`config.mk`:
```
export PLATFORM = sky130hd
export DESIGN_NAME = tick_beat_bar_clock_core
export DESIGN_NICKNAME = d
export VERILOG_FILES = /design/src/hdl/tbbc_pkg.sv /design/src/hdl/tbbc_alu.sv /design/src/hdl/tbbc_count.sv /design/src/hdl/tick_beat_bar_clock_core.sv
export SDC_FILE = /design/constraint.sdc
export NUM_CORES = 1
export LEC_CHECK = 0
export BUFFER_PORTS_ARGS = -buffer_cell sky130_fd_sc_hd__buf_2
export CORE_MARGIN = 5
export CORE_UTILIZATION = 35
export DETAILED_ROUTE_END_ITERATION = 10
export SYNTH_ARGS = -nofsm -noshare
export SYNTH_HDL_FRONTEND = slang
export SYNTH_SLANG_ARGS = --single-unit
```
`constraint.sdc`:
```
create_clock -name clk -period 10.25 [get_ports clk]
set_input_delay 1.025 -clock clk [delete_from_list [all_inputs] [get_ports clk]]
set_output_delay 1.025 -clock clk [all_outputs]
set_load 0.02 [all_outputs]
```
`src/hdl/tbbc_pkg.sv`:
```
// Shared types and constants for the tick, beat and bar clock.
`default_nettype none
package tbbc_pkg;

    localparam int unsigned TIME_W  = 63;
    localparam int unsigned TICK_W  = 10;
    localparam int unsigned BEAT_W  = 6;
    localparam int unsigned BAR_W   = 32;
    localparam int unsigned TPB_W   = 11;
    localparam int unsigned BPB_W   = 7;
    localparam int unsigned PER_W   = 32;
    localparam int unsigned IDX_W   = 2;

    localparam logic [TPB_W-1:0] TICK_LIMIT = 11'd1024;
    localparam logic [BPB_W-1:0] BEAT_LIMIT = 7'd64;

    localparam logic [PER_W-1:0] PERIOD_RST = 32'd3906250;
    localparam logic [TPB_W-1:0] TPB_RST    = 11'd128;
    localparam logic [BPB_W-1:0] BPB_RST    = 7'd4;

    localparam logic [IDX_W-1:0] REG_PERIOD = 2'd0;
    localparam logic [IDX_W-1:0] REG_TPB    = 2'd1;
    localparam logic [IDX_W-1:0] REG_BPB    = 2'd2;

    typedef enum logic {
        ALU_SUB,
        ALU_ADD
    } alu_op_t;

    typedef struct packed {
        logic [BAR_W-1:0]  bar;
        logic [BEAT_W-1:0] beat;
        logic [TICK_W-1:0] tick;
        logic              beat_ev;
        logic              bar_ev;
    } cnt_t;

endpackage
`default_nettype wire

```
`src/hdl/tbbc_alu.sv`:
```
// Shared 63-bit add and subtract unit used for every time comparison and update.
`default_nettype none
module tbbc_alu
    import tbbc_pkg::*;
(
    input  alu_op_t           op,
    input  logic [TIME_W-1:0] a,
    input  logic [TIME_W-1:0] b,
    output logic [TIME_W-1:0] result,
    output logic              borrow
);

    logic [TIME_W:0] sum;

    always_comb
    begin
        if (op == ALU_SUB)
        begin
            sum = {1'b0, a} - {1'b0, b};
        end
        else
        begin
            sum = {1'b0, a} + {1'b0, b};
        end
    end

    assign result = sum[TIME_W-1:0];
    assign borrow = (op == ALU_SUB) && sum[TIME_W];

endmodule
`default_nettype wire

```
`src/hdl/tbbc_count.sv`:
```
// Tick, beat and bar counters with their wrap flags.
`default_nettype none
module tbbc_count
    import tbbc_pkg::*;
(
    input  logic             clk,
    input  logic             rst_n,
    input  logic             clear,
    input  logic             step,
    input  logic [TPB_W-1:0] tpb_lim,
    input  logic [BPB_W-1:0] bpb_lim,
    output cnt_t             cnt
);

    cnt_t             cnt_reg;
    cnt_t             cnt_next;
    logic [TPB_W-1:0] tick_inc;
    logic [BPB_W-1:0] beat_inc;

    always_comb
    begin
        tick_inc = {1'b0, cnt_reg.tick} + TPB_W'(1);
        beat_inc = {1'b0, cnt_reg.beat} + BPB_W'(1);
        cnt_next = cnt_reg;
        if (clear)
        begin
            cnt_next.tick    = '0;
            cnt_next.beat    = '0;
            cnt_next.bar     = '0;
            cnt_next.beat_ev = 1'b1;
            cnt_next.bar_ev  = 1'b1;
        end
        else if (step)
        begin
            cnt_next.beat_ev = 1'b0;
            cnt_next.bar_ev  = 1'b0;
            cnt_next.tick    = tick_inc[TICK_W-1:0];
            if (tick_inc >= tpb_lim)
            begin
                cnt_next.tick    = '0;
                cnt_next.beat_ev = 1'b1;
                cnt_next.beat    = beat_inc[BEAT_W-1:0];
                if (beat_inc >= bpb_lim)
                begin
                    cnt_next.beat   = '0;
                    cnt_next.bar_ev = 1'b1;
                    cnt_next.bar    = cnt_reg.bar + BAR_W'(1);
                end
            end
        end
    end

    always_ff @(posedge clk or negedge rst_n)
    begin
        if (!rst_n)
        begin
            cnt_reg <= '0;
        end
        else
        begin
            cnt_reg <= cnt_next;
        end
    end

    assign cnt = cnt_reg;

endmodule
`default_nettype wire

```
`src/hdl/tick_beat_bar_clock_core.sv`:
```
// Top level of the tick, beat and bar clock: sequencer, time registers and ports.
// An input word with tuser set, or the first word after reset, restarts the clock at
// the given time and yields one word with all flags set, in the cycle after the
// input. Otherwise the clock catches up one tick per whole tick period elapsed, at
// most MAX_CATCHUP ticks per input word; each tick runs through STEP, DIFF, CMP and
// WAIT states, since the one shared 63-bit adder is used in turn for the elapsed
// time, the period compare and the last-tick update. An input owing no tick ends
// after DIFF and CMP with no output. The input is not ready until the previous word
// has finished. Configuration writes are taken in any cycle and should be made idle.
`default_nettype none
module tick_beat_bar_clock_core
    import tbbc_pkg::*;
#(
    parameter int unsigned MAX_CATCHUP = 16
)
(
    input  logic             clk,
    input  logic             rst_n,
    // tdata: now_ns[62:0], zero[63]
    input  logic [63:0]      s_axis_tdata,
    // tuser: action[0]
    input  logic             s_axis_tuser,
    input  logic             s_axis_tvalid,
    output logic             s_axis_tready,
    // tdata: tick_index[9:0], beat_index[15:10], bar_index[47:16]
    output logic [47:0]      m_axis_tdata,
    // tuser: beat_event[0], bar_event[1], slow_tick_event[2]
    output logic [2:0]       m_axis_tuser,
    output logic             m_axis_tlast,
    output logic             m_axis_tvalid,
    input  logic             m_axis_tready,
    input  logic             cfg_valid,
    output logic             cfg_ready,
    input  logic [IDX_W-1:0] cfg_index,
    input  logic [PER_W-1:0] cfg_data
);

    localparam int unsigned N_W = $clog2(MAX_CATCHUP + 1);

    typedef enum logic [2:0] {
        ST_IDLE,
        ST_DIFF,
        ST_CMP,
        ST_WAIT,
        ST_STEP
    } state_t;

    state_t            state_reg;
    logic [PER_W-1:0]  period_reg;
    logic [TPB_W-1:0]  tpb_reg;
    logic [BPB_W-1:0]  bpb_reg;
    logic [TIME_W-1:0] now_reg;
    logic [TIME_W-1:0] last_time_reg;
    logic [TIME_W-1:0] diff_reg;
    logic              behind_reg;
    logic              pending_reg;
    logic              held_reg;
    logic              cont_reg;
    logic [N_W-1:0]    n_reg;
    logic [47:0]       tdata_reg;
    logic [2:0]        tuser_reg;
    logic              tlast_reg;
    logic              tvalid_reg;

    alu_op_t           alu_op;
    logic [TIME_W-1:0] alu_a;
    logic [TIME_W-1:0] alu_b;
    logic [TIME_W-1:0] alu_res;
    logic              alu_borrow;
    logic [PER_W-1:0]  period_eff;
    logic [TPB_W-1:0]  tpb_lim;
    logic [BPB_W-1:0]  bpb_lim;
    logic              in_acc;
    logic              restart;
    logic              cnt_clear;
    logic              cnt_step;
    logic              more;
    cnt_t              cnt;

    assign in_acc     = s_axis_tvalid && s_axis_tready;
    assign restart    = s_axis_tuser || pending_reg;
    assign period_eff = (period_reg == '0) ? PER_W'(1) : period_reg;
    assign tpb_lim    = (tpb_reg > TICK_LIMIT) ? TICK_LIMIT : tpb_reg;
    assign bpb_lim    = (bpb_reg > BEAT_LIMIT) ? BEAT_LIMIT : bpb_reg;
    assign cnt_clear  = in_acc && restart;
    assign cnt_step   = (state_reg == ST_STEP);
    assign more       = !behind_reg && !alu_borrow && (n_reg < N_W'(MAX_CATCHUP));

    always_comb
    begin
        alu_op = ALU_SUB;
        alu_a  = now_reg;
        alu_b  = last_time_reg;
        case (state_reg)
            ST_CMP:
            begin
                alu_a = diff_reg;
                alu_b = TIME_W'(period_eff);
            end
            ST_STEP:
            begin
                alu_op = ALU_ADD;
                alu_a  = last_time_reg;
                alu_b  = TIME_W'(period_eff);
            end
            default:
            begin
                alu_op = ALU_SUB;
            end
        endcase
    end

    tbbc_alu u_alu (
        .op     (alu_op),
        .a      (alu_a),
        .b      (alu_b),
        .result (alu_res),
        .borrow (alu_borrow)
    );

    tbbc_count u_count (
        .clk     (clk),
        .rst_n   (rst_n),
        .clear   (cnt_clear),
        .step    (cnt_step),
        .tpb_lim (tpb_lim),
        .bpb_lim (bpb_lim),
        .cnt     (cnt)
    );

    always_ff @(posedge clk or negedge rst_n)
    begin
        if (!rst_n)
        begin
            period_reg <= PERIOD_RST;
            tpb_reg    <= TPB_RST;
            bpb_reg    <= BPB_RST;
        end
        else if (cfg_valid)
        begin
            case (cfg_index)
                REG_PERIOD: period_reg <= cfg_data;
                REG_TPB:    tpb_reg    <= cfg_data[TPB_W-1:0];
                REG_BPB:    bpb_reg    <= cfg_data[BPB_W-1:0];
                default:    period_reg <= period_reg;
            endcase
        end
    end

    always_ff @(posedge clk or negedge rst_n)
    begin
        if (!rst_n)
        begin
            state_reg     <= ST_IDLE;
            last_time_reg <= '0;
            pending_reg   <= 1'b1;
            held_reg      <= 1'b0;
            cont_reg      <= 1'b0;
            behind_reg    <= 1'b0;
            n_reg         <= '0;
            tvalid_reg    <= 1'b0;
            tlast_reg     <= 1'b0;
            now_reg       <= '0;
            diff_reg      <= '0;
            tdata_reg     <= '0;
            tuser_reg     <= '0;
        end
        else
        begin
            case (state_reg)
                ST_IDLE:
                begin
                    if (in_acc)
                    begin
                        now_reg <= s_axis_tdata[TIME_W-1:0];
                        n_reg   <= '0;
                        if (restart)
                        begin
                            last_time_reg <= s_axis_tdata[TIME_W-1:0];
                            pending_reg   <= 1'b0;
                            tdata_reg     <= '0;
                            tuser_reg     <= 3'b111;
                            tlast_reg     <= 1'b1;
                            tvalid_reg    <= 1'b1;
                            cont_reg      <= 1'b0;
                            state_reg     <= ST_WAIT;
                        end
                        else
                        begin
                            held_reg  <= 1'b0;
                            state_reg <= ST_DIFF;
                        end
                    end
                end
                ST_DIFF:
                begin
                    diff_reg   <= alu_res;
                    behind_reg <= alu_borrow;
                    state_reg  <= ST_CMP;
                end
                ST_CMP:
                begin
                    if (held_reg)
                    begin
                        tdata_reg  <= {cnt.bar, cnt.beat, cnt.tick};
                        tuser_reg  <= {cnt.tick[1:0] == 2'b00, cnt.bar_ev, cnt.beat_ev};
                        tlast_reg  <= !more;
                        tvalid_reg <= 1'b1;
                        cont_reg   <= more;
                        state_reg  <= ST_WAIT;
                    end
                    else if (more)
                    begin
                        state_reg <= ST_STEP;
                    end
                    else
                    begin
                        state_reg <= ST_IDLE;
                    end
                end
                ST_WAIT:
                begin
                    if (m_axis_tready)
                    begin
                        tvalid_reg <= 1'b0;
                        state_reg  <= cont_reg ? ST_STEP : ST_IDLE;
                    end
                end
                ST_STEP:
                begin
                    last_time_reg <= alu_res;
                    n_reg         <= n_reg + N_W'(1);
                    held_reg      <= 1'b1;
                    state_reg     <= ST_DIFF;
                end
                default:
                begin
                    state_reg <= ST_IDLE;
                end
            endcase
        end
    end

    assign s_axis_tready = (state_reg == ST_IDLE);
    assign cfg_ready     = 1'b1;
    assign m_axis_tdata  = tdata_reg;
    assign m_axis_tuser  = tuser_reg;
    assign m_axis_tlast  = tlast_reg;
    assign m_axis_tvalid = tvalid_reg;

endmodule
`default_nettype wire

```
* After elaboration in Yosys (flattened, before gate mapping) *
Index checks and enable logic that the tools add are counted.
Widths: inputs -> output; s select.

cells by class
  order comparisons = 5
  add/sub/neg operators = 6
  multiplexer cells = 46
  bitwise operators = 1
  equal/unequal tests = 11
  reductions and logical operators = 33

operator list
  operator               number
  $pmux 63 s2            2
  $mux 63                3
  $mux 50                3
  $mux 48                3
  $pmux 48 s2            1
  $add 63x63->64         1
  $mux 64                1
  $sub 63x63->64         1
  $mux 38                1
  $add 32x1->32 const B  1
  $logic_not 32->1       1
  $mux 32                1
  $mux 3                 8
  $pmux 3 s5             1
  $reduce_and 2->1       7
  $mux 1                 12
  $reduce_and 3->1       4
  $add 10x1->11 const B  1
  $ge 11x11->1           1
  $gt 11x11->1 const B   1
  $mux 11                1
  $pmux 5 s2             1
  $reduce_bool 2->1      5
  $add 6x1->7 const B    1
  27 further kinds       40

storage, ports and cells
  output and inout port bits = 55
  input port bits = 104
  flip-flop bits (word level) = 354
  word-level logic and storage cells = 123

* Longest topological paths before layout *
Gate-level depths: netlist of the first run.

  depth after elaboration = 12
  gate-level depth with buffers = 29
  mapped depth without buffers = 25

* Cells and area by module *
From an unflattened synthesis of the first run, not the netlist that was laid out.

unflattened totals
  cells, all modules = 2508
  area, all modules = 22381.5 µm²

by module, submodules not included
  module                    cells each  sequential area each (µm²)  instances  area an instance (µm²)
  tick_beat_bar_clock_core  1381        7627.3                      1          14037.2
  tbbc_alu                  759         0.0                         1          5084.9
  tbbc_count                368         1251.2                      1          3259.4

* Worst setup path before layout of the first run *
OpenSTA, ideal clock, no wires.

  kind = register to register
  from = register state_reg[2]
  to = register diff_reg[62]
  arrival = 5997 ps
  path buffers = 5
  period minus slack after synthesis = 6065 ps
  stages on the path, launching flop included = 26
  library setup time = 69 ps
  data required time = 10181 ps
  slack = 4185 ps
  cell sequence = dfrtp_1 > nor3b_1 > nor2_1 > clkbuf_1 > clkbuf_1 > clkbuf_1 > mux2i_1 > ha_1 > o21a_1 > nor4b_4 > and2_2 > o21ai_2 > buf_2 > a21oi_1 > nor2_1 > a211oi_1 > nor2_1 > ha_1 > clkbuf_1 > nand3_1 > nor2_1 > nand3_1 > or4_1 > o31a_1 > or4b_2 > nand3_1

on the way
  word-level cells in the longest chain between the ends = 5
  elaborated cells between the ends (all ways) = 10
  those cells by class = add/sub (2); eq/ne (3); mux (4); reduce/logical (1)

RTL lines
  item                                                     line                             text
  start, declared                                          tick_beat_bar_clock_core.sv:48   state_t state_reg;
  start signal, assigned                                   tick_beat_bar_clock_core.sv:226  state_reg <= cont_reg ? ST_STEP : ST_IDLE;
  $eq 3x3->1 / $eq 3x2->1 (equally long branches)          tick_beat_bar_clock_core.sv:94   case (state_reg)
  $reduce_or 2->1 (no source line)                         --
  $mux 63                                                  tick_beat_bar_clock_core.sv:94
  $sub 63x63->64 / $add 63x63->64 (equally long branches)  tbbc_alu.sv:19, tbbc_alu.sv:23
  $mux 64                                                  tbbc_alu.sv:17                   if (op == ALU_SUB)
  end signal, assigned                                     tick_beat_bar_clock_core.sv:197  diff_reg <= alu_res;
  end, declared                                            tick_beat_bar_clock_core.sv:54   logic [TIME_W-1:0] diff_reg;

Parallel ways exist; a longest one is shown, timed or not.
A chain may end at the register's enable or synchronous reset.

* Worst setup path in the final report of the first run *
  from = register state_reg[1]
  to = register diff_reg[61]

The elaborated chain is that of the path after synthesis.

==> results of run 1 <==
[synth_stat cells (23+ instances only)]
master,count,area (µm²)
a21o_1,34,255
a21oi_1,187,936
a22oi_1,64,480
a31oi_1,41,257
and3_1,56,350
buf_1,24,90.1
clkbuf_1,146,548
dfrtp_1,338,8460
ha_1,87,1090
inv_1,36,135
mux2_2,118,1330
mux2i_1,26,260
nand2_1,594,2230
nand3_1,62,310
nand4_1,29,181
nor2_1,144,541
nor3_1,45,225
nor4_1,23,144
o21ai_0,196,981
o31ai_1,29,218
or3_1,33,206
xnor2_1,58,508
xor2_1,56,490
[per-layer routing]
| layer | GRT usage | routed length (µm) | vias to the layer above |
|---|---|---|---|
| met2 | 0.302 | 31500 | 715 |
| met3 | 0.0355 | 4800 | 114 |
| met4 | 0.0586 | 1790 | 4 |
| met5 | 0 | 27 | - |
| met1 | 0.262 | 30100 | 9773 |
| li1 | - | - | 9703 |
[worst max path at each step]
stage / start / endpoint / slack, ps / cells after the start
after floorplan: state_reg[2]$_DFFE_PN0P_ / diff_reg[62]$_DFFE_PN0P_ / 4180 / 25
after global placement: state_reg[0]$_DFFE_PN0P_ / diff_reg[61]$_DFFE_PN0P_ / 3090 / 23
after detailed placement: state_reg[0]$_DFFE_PN0P_ / diff_reg[62]$_DFFE_PN0P_ / 2980 / 24
after CTS: state_reg[1]$_DFFE_PN0P_ / diff_reg[62]$_DFFE_PN0P_ / 2910 / 24
after global routing: state_reg[1]$_DFFE_PN0P_ / diff_reg[61]$_DFFE_PN0P_ / 2380 / 23
final: state_reg[1]$_DFFE_PN0P_ / diff_reg[61]$_DFFE_PN0P_ / 2900 / 23
[per-stage QoR]
step           std cells  instance area (µm²)
2_1_floorplan       2697                22700
3_3_place_gp        3557                24100
3_5_place_dp        3557                24100
4_1_cts             3635                25600
5_1_grt             3639                25600
6_report            3641                25600
[final cells by class]
class                      count  area [µm²]
fill                        6508       38600
antenna                        6        15.0
sequential                   354        8880
clock buffer                  57        1190
clock inverter                21         303
tap                          855        1070
inverter                      37         139
multi-input combinational   2129       13000
timing repair buffer         182        1010
[placed cells by master, fill, tap and decap left out, drive strengths merged, types with 18 or more instances in the layout]
cell and n:
a211oi 18, a21o 34, a21oi 187, a22oi 64
a31oi 41, and3 56, buf 182, clkbuf 57
dfrtp 338, ha 87, inv 36, mux2 118
mux2i 26, nand2 594, nand3 62, nand4 29
nor2 144, nor3 46, nor4 24, o21a 19
o21ai 200, o21bai 18, o31ai 29, or3 34
or4 19, xnor2 58, xor2 56
[cells by family after synthesis]
| group | share of synthesized area |
|---|---|
| buffers and inverters | 0.0360 |
| adders and majority gates | 0.0489 |
| muxes | 0.0701 |
| AOI/OAI and AO/OA | 0.190 |
| other | 0.000166 |
| xor gates and xnor gates | 0.0441 |
| and+or+nand+nor | 0.219 |
| DFF | 0.392 |
[worst max-delay path, stage by stage, from the launching register on]
cell and delay, ps:
dfrtp_1 550, nor3b_2 270, buf_12 270, nor2_4 610
buf_4 480, a21oi_1 220, a2111oi_4 560, and4_4 400
o211ai_4 180, o21bai_1 310, nor4b_2 290, xor2_1 210
a21oi_1 90, ha_1 420, nand2_1 140, or4_1 550
nor2_1 230, and3_1 210, a311oi_1 60, a21oi_1 440
a21bo_2 220, or3_1 150, mux2i_1 190, o22ai_1 90
==> flow_summary.toml, run 1 <==
[status]
status = "finished clean"

[critical_path]
crit_type = "reg2reg"
worstReg2RegEnd = "diff_reg[61]$_DFFE_PN0P_"
crit_required_ps = 10670
rr_startpoint = "state_reg[1]$_DFFE_PN0P_"
end_kind = "flop"
critPathMaxFanout = 97
worstSetupStartpointType = "flop"
cp.arrival_ps = 7770
r2r_cells = 23
r2r_slack_ps = 2900

[grt]
grt_max_degree = 162
grt_pass1_wl_mm = 110
grt_pass1_vias = 19742
track_usage = 0.189
overflow = 0
antenna_found_initial = 10

[clocking]
cts.path.max_buffers = 3
cts_buffers = 42
cts.clk_slew.worst_paths_ps = 60
post-cts-setup-buffer-count = 0
clk_latency_ps = 590
cts_sinks = 354
clock-root-buffer = "clkbuf_16"
ctsHtreeMaxLevel = 2
cts_tree = "done"
cts_resized = 0
cts_hold_buf = 0

[die]
die-area_um2 = 69900
ioPinCount = 159
rows = 93
dieWidth_um = 264
core_um2 = 64200
dieHeight_um = 264
start_util = 0.353

[synth]
syn_area_um2 = 22700
synth_edf_count = 0
synth_seq_area_share = 0.392
async_reset_ff_frac = 1.00
ys_seq_elements = 354
ys_warn_count = 0
synth.distinct_cells = 79
syn_avg_cell_area_um2 = 8.40
syn_nets = 2889
synth_top_flop_cell = "dfrtp_1"
synth_cells = 2697

[sta]
maxSlewViolCount = 0
relSlewSlack = 0.289
fin_ws_ps = 2900
fin_hold_ws_ps = 470
finalSetupViolations = 0
finalCriticalPeriod_ps = 7350
skew_ps = 21.4
rsz0062_at_grt = "no"
worst_slew_pin_slew_ps = 1070
hold_viol = 0
fmax_mhz = 136
setup_tns_ps = 0
period_share = 0.717

[hold_path]
hp-start = "m_axis_tdata[17]$_DFFE_PN0P_"
hold_depth = 2
whs_endpoint = "m_axis_tdata[17]$_DFFE_PN0P_"
hold_path_class = "reg2reg"

[detailed_routing]
ant_nets = 0
vias = 20309
drtIter0Drc = 1725
wl_mm = 68.1
wire_per_inst_um = 18.7
route.detailed.drc = 0
first_pass_iters = 6
avgViaCountPerCell = 5.58

[cells_and_area]
finish.utilization = 0.399
nNetsFinal = 2938
layout-drive-gt1-share = 0.150
area_growth_pct = 13.1

[placement]
dp_hpwl_mm = 46.7
dpl_worst_slack_ps = 2980
place_congestion = 0.920
io_buffers = 156

[flow_run]
maxCapViolations = 0
Power of run 1 is not shown: default switching activity piles up to over one toggle a cycle in this logic, so the estimate is an artifact.
==> inputs of run 2 (changes only) <==
--- a/config.mk
+++ b/config.mk
@@ -5,6 +5,7 @@
 export SDC_FILE = /design/constraint.sdc
 export NUM_CORES = 1
 export LEC_CHECK = 0
+export ABC_AREA = 1
 export BUFFER_PORTS_ARGS = -buffer_cell sky130_fd_sc_hd__buf_2
 export CORE_MARGIN = 5
 export CORE_UTILIZATION = 35
==> constraint.sdc (replaced) <==
create_clock -name clk -period 6.8 [get_ports clk]
set_input_delay 0.68 -clock clk [delete_from_list [all_inputs] [get_ports clk]]
set_output_delay 0.68 -clock clk [all_outputs]
set_load 0.02 [all_outputs]
==> run 2 against run 1 <==
Against the previous run: first-iteration DRC count grew 10%; flip-flop and latch count is the same; largest cell class unchanged; highest routed layer unchanged; register-to-register slack lost 2100 ps; critical endpoint is now last_time_reg[38]$_DFFE_PN0P_.
==> flow_summary.toml, run 2 <==
[detailed_routing]
ant_nets = 0
top_layer = "met5"
drtIter0Drc = 1899
wl_mm = 82.3
dr_wl_met3_mm = 4.31
first_pass_iters = 6
wl_met1_mm = 39.0
wire_per_inst_um = 18.6
vias = 22838
route.detailed.drc = 0
wl_met2_mm = 37.1
avgViaCountPerCell = 5.15

[sta]
worst_slew_pin_slew_ps = 1100
finalCriticalPeriod_ps = 6030
period_share = 0.886
relSlewSlack = 0.262
setup_tns_ps = 0
rsz0062_at_grt = "no"
fmax_mhz = 166
finalSetupViolations = 0
skew_ps = 27.5
hold_viol = 0
maxSlewViolCount = 0

[critical_path]
slowest_stage = "nor2_1"
crit_required_ps = 7280
critPathMaxFanout = 36
crit_type = "reg2reg"
crit_top_cell = "nand2_1"
worstSetupStartpointType = "flop"
cp.arrival_ps = 6500
end_kind = "flop"
cpPeakStageDelay_ps = 520

[hold_path]
hold_path_class = "in2async"

[cells_and_area]
antennaDiodeCount = 0
fill_cells = 7244
nNetsFinal = 3708
mostFrequentLayoutCell = "nand2_1"
layout_common_cells = "nand2_1 (1022), inv_1 (381), dfrtp_1 (338)"
layout-drive-gt1-share = 0.0975
seq_area_um2 = 8880
multi_input_area_um2 = 13100
area_growth_pct = 13.1

[synth]
synth_top_area_frac = 0.353
async_reset_ff_frac = 1.00
synth_edf_count = 0
synth_cells = 3421
ys_seq_elements = 354
synth_top_flop_cell = "dfrtp_1"
ys_top_cells_by_count = "nand2_1 (1022), inv_1 (383), dfrtp_1 (338), nor2_1 (331), o21ai_0 (310)"
syn_nets = 3613
syn_area_um2 = 24000
ys_warn_count = 0
synth_top_cell_by_area = "dfrtp_1"
syn_avg_cell_area_um2 = 7.01
yosysMostFrequentCell = "nand2_1"
synth_area_leaders = "dfrtp_1 (35%), nand2_1 (16%), o21ai_0 (6.5%)"
synth_seq_area_share = 0.370
synth.distinct_cells = 58

[status]
status = "finished clean"

[clocking]
cts.path.max_buffers = 3
cts_sinks = 354
cts_resized = 0
post-cts-setup-buffer-count = 0
clock-root-buffer = "clkbuf_16"
cts.clk_slew.worst_paths_ps = 60
cts_tree = "done"
ctsHtreeMaxLevel = 2
cts_hold_buf = 0
cts_buffers = 43
clk_latency_ps = 610

[grt]
overflow = 0
grt_pass1_vias = 21754
grt_pass1_wl_mm = 129
track_usage = 0.218
grt_max_degree = 160
antenna_found_initial = 4

[die]
core_um2 = 68200
die-area_um2 = 73800
dieWidth_um = 272
rows = 96
ioPinCount = 159
start_util = 0.351
dieHeight_um = 272

[flow_run]
maxCapViolations = 0

[placement]
dp_hpwl_mm = 61.7
io_buffers = 156
place_congestion = 1.01
run 2: changes by cell type after synthesis, sizes merged, moves of 61 or more:
cell    delta
a22oi     -64
inv      +358
mux2      -97
nand2    +441
nand3     +67
nor2     +202
o211ai    +61
o21ai    +126
run 2: kinds of logic (layout without fill, tap and decap cells):
| group | Yosys count | in the layout | share of synthesized area |
|---|---|---|---|
| other | 1 | 1 | 0.000156 |
| and+or+nand+nor | 1635 | 1635 | 0.281 |
| muxes | 21 | 21 | 0.00986 |
| xor gates and xnor gates | 113 | 113 | 0.0413 |
| AOI/OAI and AO/OA | 679 | 679 | 0.165 |
| buffers and inverters | 530 | 659 | 0.0860 |
| DFF | 354 | 354 | 0.370 |
| adders and majority gates | 88 | 88 | 0.0462 |
run 2: path summary, 6_finish.rpt:
check,start,endpoint,slack (ps),cells after the start
worst max-delay path,state_reg[1]$_DFFE_PN0P_,last_time_reg[38]$_DFFE_PN0P_,770,28
worst max register to register,state_reg[1]$_DFFE_PN0P_,last_time_reg[38]$_DFFE_PN0P_,770,28
worst min register to register,pending_reg$_DFFE_PN1P_,pending_reg$_DFFE_PN1P_,450,2
max in group asynchronous,rst_n,u_count.cnt[47]$_DFFE_PN0P_,5290,2
worst min-delay path,rst_n,period_reg[10]$_DFFE_PN0P_,140,1
min in group clk,s_axis_tdata[0],now_reg[0]$_DFFE_PN0P_,290,3
run 2: worst max-delay path: cells and delay by family (launching register included):
kind,cells,cell delay [ps]
compound gates,2,400
xor+xnor,2,400
fa+ha+maj,1,370
buf+inv,4,360
flops,1,440
simple gates,19,3910
run 2: per-stage QoR:
| stage | hold slack, ps | setup slack (ps) | cell area (µm²) | cells | util |
|---|---|---|---|---|---|
| floorplan | 384 | 2670 | 24000 | 3421 | - |
| global placement | 441 | 1100 | 25600 | 4353 | 0.375 |
| detailed placement | 441 | 980 | 25600 | 4353 | 0.375 |
| CTS | 169 | 919 | 27100 | 4432 | 0.397 |
| global route | 185 | 398 | 27100 | 4432 | 0.397 |
| finish | 137 | 773 | 27100 | 4432 | 0.397 |
run 2: layout make-up:
| class | count | area share |
|---|---|---|
| multi-input cells | 2537 | 0.482 |
| flip-flops and latches | 354 | 0.328 |
| inverters | 400 | 0.0555 |
| clock buffers | 64 | 0.0467 |
| well taps | 882 | 0.0407 |
| repair buffers | 180 | 0.0377 |
| clock inverters | 15 | 0.0100 |
run 2: layer usage:
metal	vias to the layer above	global-route usage
met5	-	0
met4	4	0.0508
met3	109	0.0271
met2	647	0.349
met1	10720	0.317
li1	11358	-
Power of run 2 is left out for the same reason.
==> inputs of run 3 (changes only) <==
--- a/config.mk
+++ b/config.mk
@@ -7,9 +7,11 @@
 export LEC_CHECK = 0
 export ABC_AREA = 1
 export BUFFER_PORTS_ARGS = -buffer_cell sky130_fd_sc_hd__buf_2
+export CORE_ASPECT_RATIO = 1.25
 export CORE_MARGIN = 5
-export CORE_UTILIZATION = 35
+export CORE_UTILIZATION = 60
 export DETAILED_ROUTE_END_ITERATION = 10
+export PLACE_DENSITY = 0.79
 export SYNTH_ARGS = -nofsm -noshare
 export SYNTH_HDL_FRONTEND = slang
 export SYNTH_SLANG_ARGS = --single-unit
==> run 3 against run 2 <==
Against the previous run: fmax decreased by 0.74%; die area fell by 40%; critical path depth shrank 1; flip-flop and latch count unchanged; hold slack lost 71 ps; via count increased by 7.6%; cell area fell by 2.6%.
==> flow_summary.toml, run 3 (synthesis results as in run 2) <==
[clocking]
cts.clk_slew.worst_paths_ps = 70
clk_latency_ps = 590
ctsHtreeMaxLevel = 2
cts_buffers = 38
post-cts-setup-buffer-count = 0
cts.path.max_buffers = 3
cts_resized = 0
cts_tree = "done"
cts_sinks = 354
clock-root-buffer = "clkbuf_16"
cts_hold_buf = 0

[sta]
fmax_mhz = 165
period_share = 0.893
worst_slew_pin_slew_ps = 1320
maxSlewViolCount = 0
skew_ps = 26.6
finalCriticalPeriod_ps = 6070
hold_viol = 0
relSlewSlack = 0.117
setup_tns_ps = 0
rsz0062_at_grt = "no"
finalSetupViolations = 0

[die]
rows = 81
ioPinCount = 159
dieWidth_um = 189
start_util = 0.610
die-area_um2 = 44100
core_um2 = 39300
dieHeight_um = 233

[detailed_routing]
wire_per_inst_um = 20.9
first_pass_iters = 6
wl_mm = 84.5
drtIter0Drc = 2424
vias = 24565
route.detailed.drc = 0
ant_nets = 0
avgViaCountPerCell = 6.08

[cells_and_area]
final_cells = 4039
nNetsFinal = 3703
mostFrequentLayoutCell = "nand2_1"
finish.utilization = 0.671
seq_area_um2 = 8880
multi_input_area_um2 = 13000
antennaDiodeCount = 0
area_growth_pct = 10.1
layout_common_cells = "nand2_1 (1022), inv_1 (382), dfrtp_1 (338)"
layout-drive-gt1-share = 0.0966
fill_cells = 3332

[hold_path]
hold_path_class = "in2async"

[placement]
post-place-cells = 3969
io_buffers = 156
place_congestion = 1.05
dp_hpwl_mm = 62.2

[flow_run]
maxCapViolations = 0

[critical_path]
cp_num_buf_inv = 5
critPathMaxFanout = 49
cp.arrival_ps = 6500
crit_top_cell = "inv_1"
slowest_stage = "nand2_4"
cpLargestDelayFamily = "simple AND/OR/NAND/NOR gates"
worstSetupStartpointType = "flop"
end_kind = "flop"
crit_required_ps = 7230
crit_type = "reg2reg"
cpPeakStageDelay_ps = 550

[grt]
grt_pass1_wl_mm = 131
antenna_found_initial = 1
grt_max_degree = 147
grt_pass1_vias = 23973
overflow = 0
track_usage = 0.377

[status]
status = "finished clean"
[run 3: worst paths after layout]
path / to / cells after the start / slack, ps / from
max reg2reg: last_time_reg[45]$_DFFE_PN0P_ / 27 / 730 / state_reg[1]$_DFFE_PN0P_
min in group clk: now_reg[3]$_DFFE_PN0P_ / 3 / 320 / s_axis_tdata[3]
min: u_count.cnt[11]$_DFFE_PN0P_ / 1 / 70 / rst_n
min reg2reg: pending_reg$_DFFE_PN1P_ / 2 / 460 / pending_reg$_DFFE_PN1P_
max in group asynchronous: diff_reg[42]$_DFFE_PN0P_ / 2 / 5380 / rst_n
max: last_time_reg[45]$_DFFE_PN0P_ / 27 / 730 / state_reg[1]$_DFFE_PN0P_
[run 3: metal layers]
metal | vias to the layer above | GRT usage | part of all wire
li1 | 11365 | - | -
met1 | 11685 | 0.476 | 0.39
met2 | 1286 | 0.643 | 0.48
met3 | 227 | 0.0638 | 0.086
met4 | 2 | 0.160 | 0.046
met5 | - | 0 | 0.00015
[run 3: final cells by class]
cell class,count,area share
Sequential cell,354,0.336
Tap cell,498,0.0236
Multi-Input combinational cell,2537,0.494
Clock inverter,18,0.00877
Timing Repair Buffer,180,0.0377
Inverter,400,0.0570
Clock buffer,52,0.0422
[run 3: per-stage QoR]
stage / hold slack (ps) / area, µm² / setup slack, ps
after floorplan: 384 / 24000 / 2670
after global placement: 443 / 25100 / 1090
after detailed placement: 442 / 25100 / 974
after CTS: 98.5 / 26400 / 915
after global routing: 132 / 26400 / 337
final: 65.8 / 26400 / 728
[run 3: worst reg2reg max path, cell delays in order (launching register included)]
cell,delay [ps]
dfrtp_1,440
nor2_2,210
nand2_4,230
nand2_4,550
o21ai_2,140
inv_1,80
ha_1,160
inv_1,80
nor3_2,330
inv_1,100
nor2_2,290
nand4_1,250
nor2_1,210
nand3_1,220
o21ai_0,230
a21oi_1,100
ha_1,370
nand2_1,100
nor2_1,110
inv_1,70
nor2_1,170
inv_1,90
nor2_1,430
nand3_1,320
nand3_1,270
nand2_1,120
a21oi_1,160
o22ai_1,80
Power of run 3 is left out for the same reason.
